$ cat src/sv/gbs_pkg.sv
// ----------------------------------------------------------------------------
// gbs_pkg: shared constants for the Gaussian background subtraction block
// Store geometry, field widths, configuration register indexes and limits.
// ----------------------------------------------------------------------------
package gbs_pkg;

  localparam int ADDR_W = 19;
  localparam int FP_W   = 20;
  localparam int SUM_W  = 16;
  localparam int DEV_W  = 24;
  localparam int N_W    = 8;
  localparam int PIX_W  = 8;
  localparam int WGT_W  = 12;
  localparam int PH_W   = 9;
  localparam int CFG_IDX_W = 2;

  localparam logic [FP_W-1:0]  MAX_PIXELS   = FP_W'(524288);
  localparam logic [PH_W-1:0]  DETECT_PHASE = PH_W'(256);
  localparam logic [DEV_W-1:0] DEV_MAX      = {DEV_W{1'b1}};
  localparam logic [PIX_W-1:0] MEAN_MAX     = {PIX_W{1'b1}};

  localparam logic [CFG_IDX_W-1:0] CFG_FRAME_PIXELS = 2'd0;
  localparam logic [CFG_IDX_W-1:0] CFG_TRAIN_FRAMES = 2'd1;
  localparam logic [CFG_IDX_W-1:0] CFG_WEIGHT_Q4    = 2'd2;

  localparam logic [FP_W-1:0]  RST_FRAME_PIXELS = FP_W'(307200);
  localparam logic [N_W-1:0]   RST_TRAIN_FRAMES = N_W'(200);
  localparam logic [WGT_W-1:0] RST_WEIGHT_Q4    = WGT_W'(32);

endpackage

$ cat src/sv/gbs_div.sv
// ----------------------------------------------------------------------------
// gbs_div: radix-2 restoring divider
// Divides the per-pixel sum by the frame count, one quotient bit per cycle.
// ----------------------------------------------------------------------------
module gbs_div (
  input  logic                     clk,
  input  logic                     rst,
  input  logic                     start,
  input  logic [gbs_pkg::SUM_W-1:0] dividend,
  input  logic [gbs_pkg::N_W-1:0]   divisor,
  output logic                     done,
  output logic [gbs_pkg::SUM_W-1:0] quotient
);
  import gbs_pkg::*;

  localparam int CNT_W = $clog2(SUM_W);

  logic             busy;
  logic [CNT_W-1:0] count;
  logic [N_W-1:0]   rem;
  logic [N_W-1:0]   dvs;
  logic [SUM_W-1:0] quo;
  logic [N_W:0]     trial;
  logic             fits;

  assign trial    = {rem, quo[SUM_W-1]};
  assign fits     = trial >= {1'b0, dvs};
  assign quotient = quo;

  always_ff @(posedge clk) begin
    if (rst) begin
      busy  <= 1'b0;
      done  <= 1'b0;
      count <= '0;
    end else begin
      done <= 1'b0;
      if (start) begin
        busy  <= 1'b1;
        count <= '0;
        rem   <= '0;
        dvs   <= divisor;
        quo   <= dividend;
      end else if (busy) begin
        if (fits) begin
          rem <= N_W'(trial - {1'b0, dvs});
          quo <= {quo[SUM_W-2:0], 1'b1};
        end else begin
          rem <= trial[N_W-1:0];
          quo <= {quo[SUM_W-2:0], 1'b0};
        end
        count <= count + 1'b1;
        if (count == CNT_W'(SUM_W - 1)) begin
          busy <= 1'b0;
          done <= 1'b1;
        end
      end
    end
  end

endmodule

$ cat config.mk
export PLATFORM = sky130hd
export DESIGN_NAME = gbs_div
export DESIGN_NICKNAME = d
export VERILOG_FILES = /design/src/sv/gbs_pkg.sv /design/src/sv/gbs_div.sv
export SDC_FILE = /design/constraint.sdc
export NUM_CORES = 1
export LEC_CHECK = 0
export ABC_AREA = 1
export ABC_CLOCK_PERIOD_IN_PS = 4300
export BUFFER_PORTS_ARGS = -buffer_cell sky130_fd_sc_hd__buf_2
export CORE_AREA = 2 2 64 66
export DETAILED_ROUTE_END_ITERATION = 8
export DIE_AREA = 0 0 66 68
export PLACE_DENSITY_LB_ADDON = 0.1
export SYNTH_ARGS = -nofsm -noshare
export SYNTH_HDL_FRONTEND = slang
export SYNTH_SLANG_ARGS = --single-unit
$ cat constraint.sdc
create_clock -name clk -period 4.3 [get_ports clk]
set_clock_uncertainty 0.1 [all_clocks]
set_input_delay 0.215 -clock clk [delete_from_list [all_inputs] [get_ports clk]]
set_output_delay 0.215 -clock clk [all_outputs]
set_load 0.03 [all_outputs]
==> results of run 1 <==
==> where the power goes <==
part | internal [uW] | total, uW | switching (uW)
registers | 442 | 460 | 17.8
logic | 97.1 | 271 | 174
clock network | 144 | 264 | 120
==> worst register-to-register path, stage by stage, from the launching register on <==
cell and delay (ps):
edfxtp_1 430, ha_1 400, nand2_2 130, inv_2 40, nand2_2 70, nand2_1 50
nand2_1 110, nand4_4 250, nor2_1 210, nor2_2 60
==> cell usage in the layout (no fill, tap or decap) <==
cell type      instances
nand2_2                6
nand4_1                2
a31oi_1                1
a21oi_1                5
o21ai_0                1
clkbuf_8               7
fa_1                   1
dfxtp_1                6
a21oi_2                1
inv_1                 33
nor2_2                 9
nor3_1                 7
clkinv_1               2
inv_2                  1
nand4_4                1
nor3b_1                1
o22ai_1                1
or2_2                  1
nor2_1                18
o21ai_2                1
nand2_1               96
xor2_1                 2
xnor2_1                1
nand3_1                9
buf_2                 43
ha_1                   9
buf_4                  1
dlygate4sd3_1          7
edfxtp_1              32
nand3_2                2
==> through the flow <==
stage          instances  instance area [sq um]
6_report             357                   2560
5_1_grt              357                   2560
4_1_cts              357                   2560
3_5_place_dp         342                   2390
3_3_place_gp         342                   2390
2_1_floorplan        253                   2140
==> cells by family after synthesis <==
group,after synthesis
xor+xnor,3
buf+inv,40
compound gates,10
simple gates,152
fa+ha+maj,10
flops,38
==> worst max path at each step <==
stage                             end   start  slack [ps]
after floorplan           quotient[0]   start        1430
after global placement         rem[7]   start        2200
after detailed placement  quotient[3]   start        2180
after CTS                      rem[6]  rem[2]        2230
after global routing           rem[4]  rem[2]        2060
final                          rem[6]  rem[2]        2220
==> state kept, by name, summed over array words and instances (netlist names) <==
name / count
busy: 1
count: 4
done: 1
dvs: 8
quotient: 16
rem: 8
==> layer usage <==
| metal | wire length, microns | global-route usage | vias up |
|---|---|---|---|
| met4 | 37 | 0.0765 | 0 |
| li1 | - | - | 907 |
| met5 | 0 | 0 | - |
| met3 | 170 | 0.0411 | 4 |
| met2 | 1960 | 0.347 | 34 |
| met1 | 1930 | 0.259 | 757 |
==> final cells by class <==
cell class	count	share of cell area
inverter	35	0.0514
timing repair buffer	51	0.115
sequential	38	0.423
clock buffer	7	0.0377
clock inverter	1	0.00147
tap	50	0.0245
multi-input combinational	175	0.348
==> run metrics, run 1 <==
diodes inserted 0; final hold vios 0; Max Clk Rate 480 MHz; Reg2Reg Depth 9; initial core utilization 0.554; Top delay family on crit path simple AND/OR/NAND/NOR gates; max_cap viols 0; area leader, netlist edfxtp_1; GRT Total Usage 0.204; Pins Over Slew Limit 0; WP buf/inv 1; Critical Path Stages 9; Period minus WS final 2080 ps; vias in the first global route 1596; total grt overflow 0; post-synthesis compound-gate area fraction 0.0263; HP Class in -> reg; core footprint 3860 sq um; CTS Buffer Depth 2; final setup violation count 0; routed via count 1702; CP arrival 2030 ps; layout cells sized above 1 0.238; YS warnings 0; die area 4490 sq um; layout net count 343; syn nets 290; CTS resizes 0; commonest cells in the netlist 96 x nand2_1, 33 x inv_1, 32 x edfxtp_1; Post-Synth XOR/XNOR Area 0.0123; total power 995 uW; R2R Setup Slk 2220 ps; post-route setup slack 2220 ps; critical path required time 4240 ps; hold path start divisor[6]; Synth top area share 0.450; Synth Area per Inst 8.45 sq um; crit-path max cell delay 430 ps; PwrDens 389 nW/um^2; Root Driver clkbuf_8; Die H 68 microns; async set or reset register ratio after synthesis 0; pre-CTS WS 2180 ps; Syn Inst Count 253; Post-synth EDFFs 32; clock-pin slew on the worst setup and hold paths 70 ps; H-tree depth 2; FF/Latch Area 1080 sq um; largest cells by area after synthesis edfxtp_1 45%, nand2_1 17%, inv_1 5.8%; total CTS buffers 5; vias per std cell 4.77; worst hold path cell count 1; worst r2r dst rem[6]; CTS Hold Bufs 7; combinational family with the most area after synthesis simple AND/OR/NAND/NOR gates; worst-margin pin slew 1190 ps; Top-Level Pins 44; hold slack final 7.06 ps; status finished, final reports clean; fill count 329; Hold EP dvs[6]; routability cong. 0.811; WS Path Type reg -> reg; final wirelength 4110 microns; clk_lat worst skew 280 ps; Max rail drop VDD 296 uV; Post-route DRC 0; reg-to-reg startpoint rem[2]; number of I/O port buffers 43; crit-path cells ha_1, nand2_2, inv_2, nand2_2, nand2_1, nand2_1, nand4_4, nor2_1, nor2_2; RSZ-0062 raised after global routing false; Mapped Area 2140 sq um; Simple-Gate Fraction of Synth Area 0.313; sequential cell area fraction in the yosys report 0.506; Leak 0.00126 uW; initial antenna violation count 0; CTS sink cnt 38; Critical Path End Type flip-flop; ANT nets after route 0; largest net degree at the start of global routing 27; Yosys reg bits 38; multiplexer area fraction after synthesis 0; dpl hpwl 3020 microns; Final Core Density 0.663; Setup Buffers After CTS 0; crit-path max FO 14; drt pass-1 iters 4; area of the multi-input gates 888 sq um; synth-to-layout area growth 19.6%; CP Launch Type flip-flop; Distinct cells, synth 29; site row count 23; Die X-Extent 66 microns; Synth Flop Type edfxtp_1; starting DRC count in detailed routing 99; most common cell in the netlist nand2_1; Fin Setup TNS 0 ps; Worst slew margin 0.209; TritonCTS clock tree built; crit share post-route 0.485; Adder-Cell Fraction of Synth Area 0.0621; global-route wire length before repair 6840 microns; drt wl/cell 11.5 microns; CP max stage cell edfxtp_1
No activity file was read; power rests on OpenSTA's default activity.
==> run 2, diff against run 1 <==
--- a/config.mk
+++ b/config.mk
@@ -6,11 +6,11 @@
 export NUM_CORES = 1
 export LEC_CHECK = 0
 export ABC_AREA = 1
-export ABC_CLOCK_PERIOD_IN_PS = 4300
+export ABC_CLOCK_PERIOD_IN_PS = 1900
 export BUFFER_PORTS_ARGS = -buffer_cell sky130_fd_sc_hd__buf_2
-export CORE_AREA = 2 2 64 66
+export CORE_AREA = 2 2 70 72
 export DETAILED_ROUTE_END_ITERATION = 8
-export DIE_AREA = 0 0 66 68
+export DIE_AREA = 0 0 72 74
 export PLACE_DENSITY_LB_ADDON = 0.1
 export SYNTH_ARGS = -nofsm -noshare
 export SYNTH_HDL_FRONTEND = slang
==> constraint.sdc (replaced) <==
create_clock -name clk -period 1.9 [get_ports clk]
set_clock_uncertainty 0.1 [all_clocks]
set_input_delay 0.095 -clock clk [delete_from_list [all_inputs] [get_ports clk]]
set_output_delay 0.095 -clock clk [all_outputs]
set_load 0.03 [all_outputs]
==> run 2 against run 1 <==
  * The flow now finishes with violations (negative hold slack)
  * Setup slack worse by 2200 ps
  * Clock-buffer cell count stayed put
  * Maximum frequency grew 12%
  * Total power grew 150%
  * Sequential power grew 130%
  * Register-to-register slack worse by 2200 ps
  * Combinational power increased to 3.4 times the previous value
  * Sequential share of layout area is 7.8 points lower
  * Global-route usage is 0.63 points lower
  * Flip-flop and latch count did not move
  * Clock power is 98% higher
  * Via count grew 13%
  * Critical path type unchanged
  * Critical endpoint is now rem[3]
  * Largest power group unchanged
==> run metrics, run 2 (synthesis gave the netlist of run 1 again) <==
most common cell after layout, fill and taps aside nand2_1; total CTS buffers 5 (unchanged); die area 5330 sq um (+19%); total grt overflow 0 (unchanged); dpl hpwl 3170 microns (+5.1%); final setup violation count 0 (unchanged); Fin Setup TNS 0 ps (unchanged); Post-route DRC 0 (unchanged); total power 2480 uW (+150%); fill count 357 (+8.5%); initial antenna violation count 0 (unchanged); PwrDens 792 nW/um^2 (+100%); drt wl/cell 12.1 microns (+5.3%); Worst slew margin 0.520 (+0.311); final hold vios 1 (+1); H-tree depth 2 (unchanged); drt pass-1 iters 4 (unchanged); routability cong. 0.857 (+5.7%); CP arrival 1810 ps (-220 ps); layout cells sized above 1 0.369 (+0.131); number of I/O port buffers 43 (unchanged); WS Path Type reg -> reg; Max Clk Rate 538 MHz (+12%); GRT Total Usage 0.197 (-0.00625); HP Class in -> reg; RSZ-0062 raised after global routing true; Root Driver clkbuf_8; initial core utilization 0.465 (-0.0894); site row count 25 (+8.7%); layout net count 386 (+13%); placed instance area 2580 sq um (+8.1%); worst-margin pin slew 719 ps (-467 ps); failing checks negative hold slack; largest net degree at the start of global routing 27 (unchanged); core footprint 4600 sq um (+19%); final std cell area, no fill 3130 sq um (+23%); clk_lat worst skew 290 ps (about the same); Max rail drop VDD 567 uV (+92%); Period minus WS final 1860 ps (-224 ps); vias per std cell 4.77 (about the same); final cell count without fillers 404 (+13%); CTS sink cnt 38 (unchanged); hold slack final -1.42 ps (-8.48 ps); TritonCTS clock tree built; final wirelength 4890 microns (+19%); clock-pin slew on the worst setup and hold paths 70 ps (about the same); diodes inserted 0 (unchanged); crit share post-route 0.979 (+0.494); Top-Level Pins 44 (unchanged); crit-path max FO 7 (-7); Die H 74 microns (+8.8%); synth-to-layout area growth 46.6%; Die X-Extent 72 microns (+9.1%); vias in the first global route 1868 (+17%); CP Launch Type flip-flop; placed cell count 364 (+6.4%); max_cap viols 0 (unchanged); Leak 0.00147 uW (+17%); Critical Path End Type flip-flop; max reg flops 16 (unchanged); starting DRC count in detailed routing 73 (-26%); global-route wire length before repair 8120 microns (+19%); CTS Buffer Depth 2 (unchanged); status complete, but fails checks; routed via count 1927 (+13%); critical path required time 1850 ps (-2390 ps); ANT nets after route 0 (unchanged); Pins Over Slew Limit 0 (unchanged); commonest cells after routing, fill and taps aside 87 x nand2_1, 43 x buf_2, 32 x edfxtp_1, 28 x inv_1, 25 x buf_4
[run 2: per-layer routing]
layer	global-route usage	vias up	wire length [microns]
li1	-	996	-
met3	0.0366	7	184
met5	0	-	0
met4	0.0797	0	83
met2	0.335	44	2460
met1	0.252	880	2170
[run 2: final cells by class]
class                      instances  area (sq um)  share of cell area
inverter                          35           131              0.0419
multi-input combinational        176          1110               0.354
clock inverter                     1          3.75             0.00120
timing repair buffer              93           663               0.212
tap                               54          67.6              0.0216
sequential                        38          1080               0.345
clock buffer                       7          76.3              0.0244
[run 2: timing repair]
action	in CTS	in global routing
resized for setup	10	27
cloned	1	0
endpoints found under the setup margin	9	9
hold buffers	24	0
setup buffers	2	5
endpoints found under the hold margin	24	0
pin swaps	3	21
[run 2: worst max-delay path, cell delays in order, from the launching register on]
cell,delay [ps]
edfxtp_1,440
ha_4,270
nand2_2,70
nand2_2,70
a21oi_4,210
nand4_4,240
nor2_2,160
nor2_1,50
[run 2: through the flow]
stage	util	worst slack, ps
after floorplan	-	-44.4
after global placement	0.561	-106
after detailed placement	0.561	-164
after CTS	0.651	0.978
after global routing	0.681	-38.5
final	0.681	40.1
[run 2: path summary, 6_finish.rpt]
| kind | to | slack [ps] | depth (start not counted) | start |
|---|---|---|---|---|
| worst max-delay path | rem[3] | 40 | 7 | rem[5] |
| worst min-delay path | quotient[0] | -1 | 3 | dividend[0] |
| worst min register to register | count[1] | 400 | 2 | count[1] |
| worst max register to register | rem[3] | 40 | 7 | rem[5] |
[run 2: power breakdown]
part           internal (uW)  leakage (uW)  switching, uW  total, uW
sequential              1000      0.000359           48.1       1050
clock                    255     0.0000399            268        523
combinational            416       0.00107            496        912
total                   1670       0.00147            812       2480
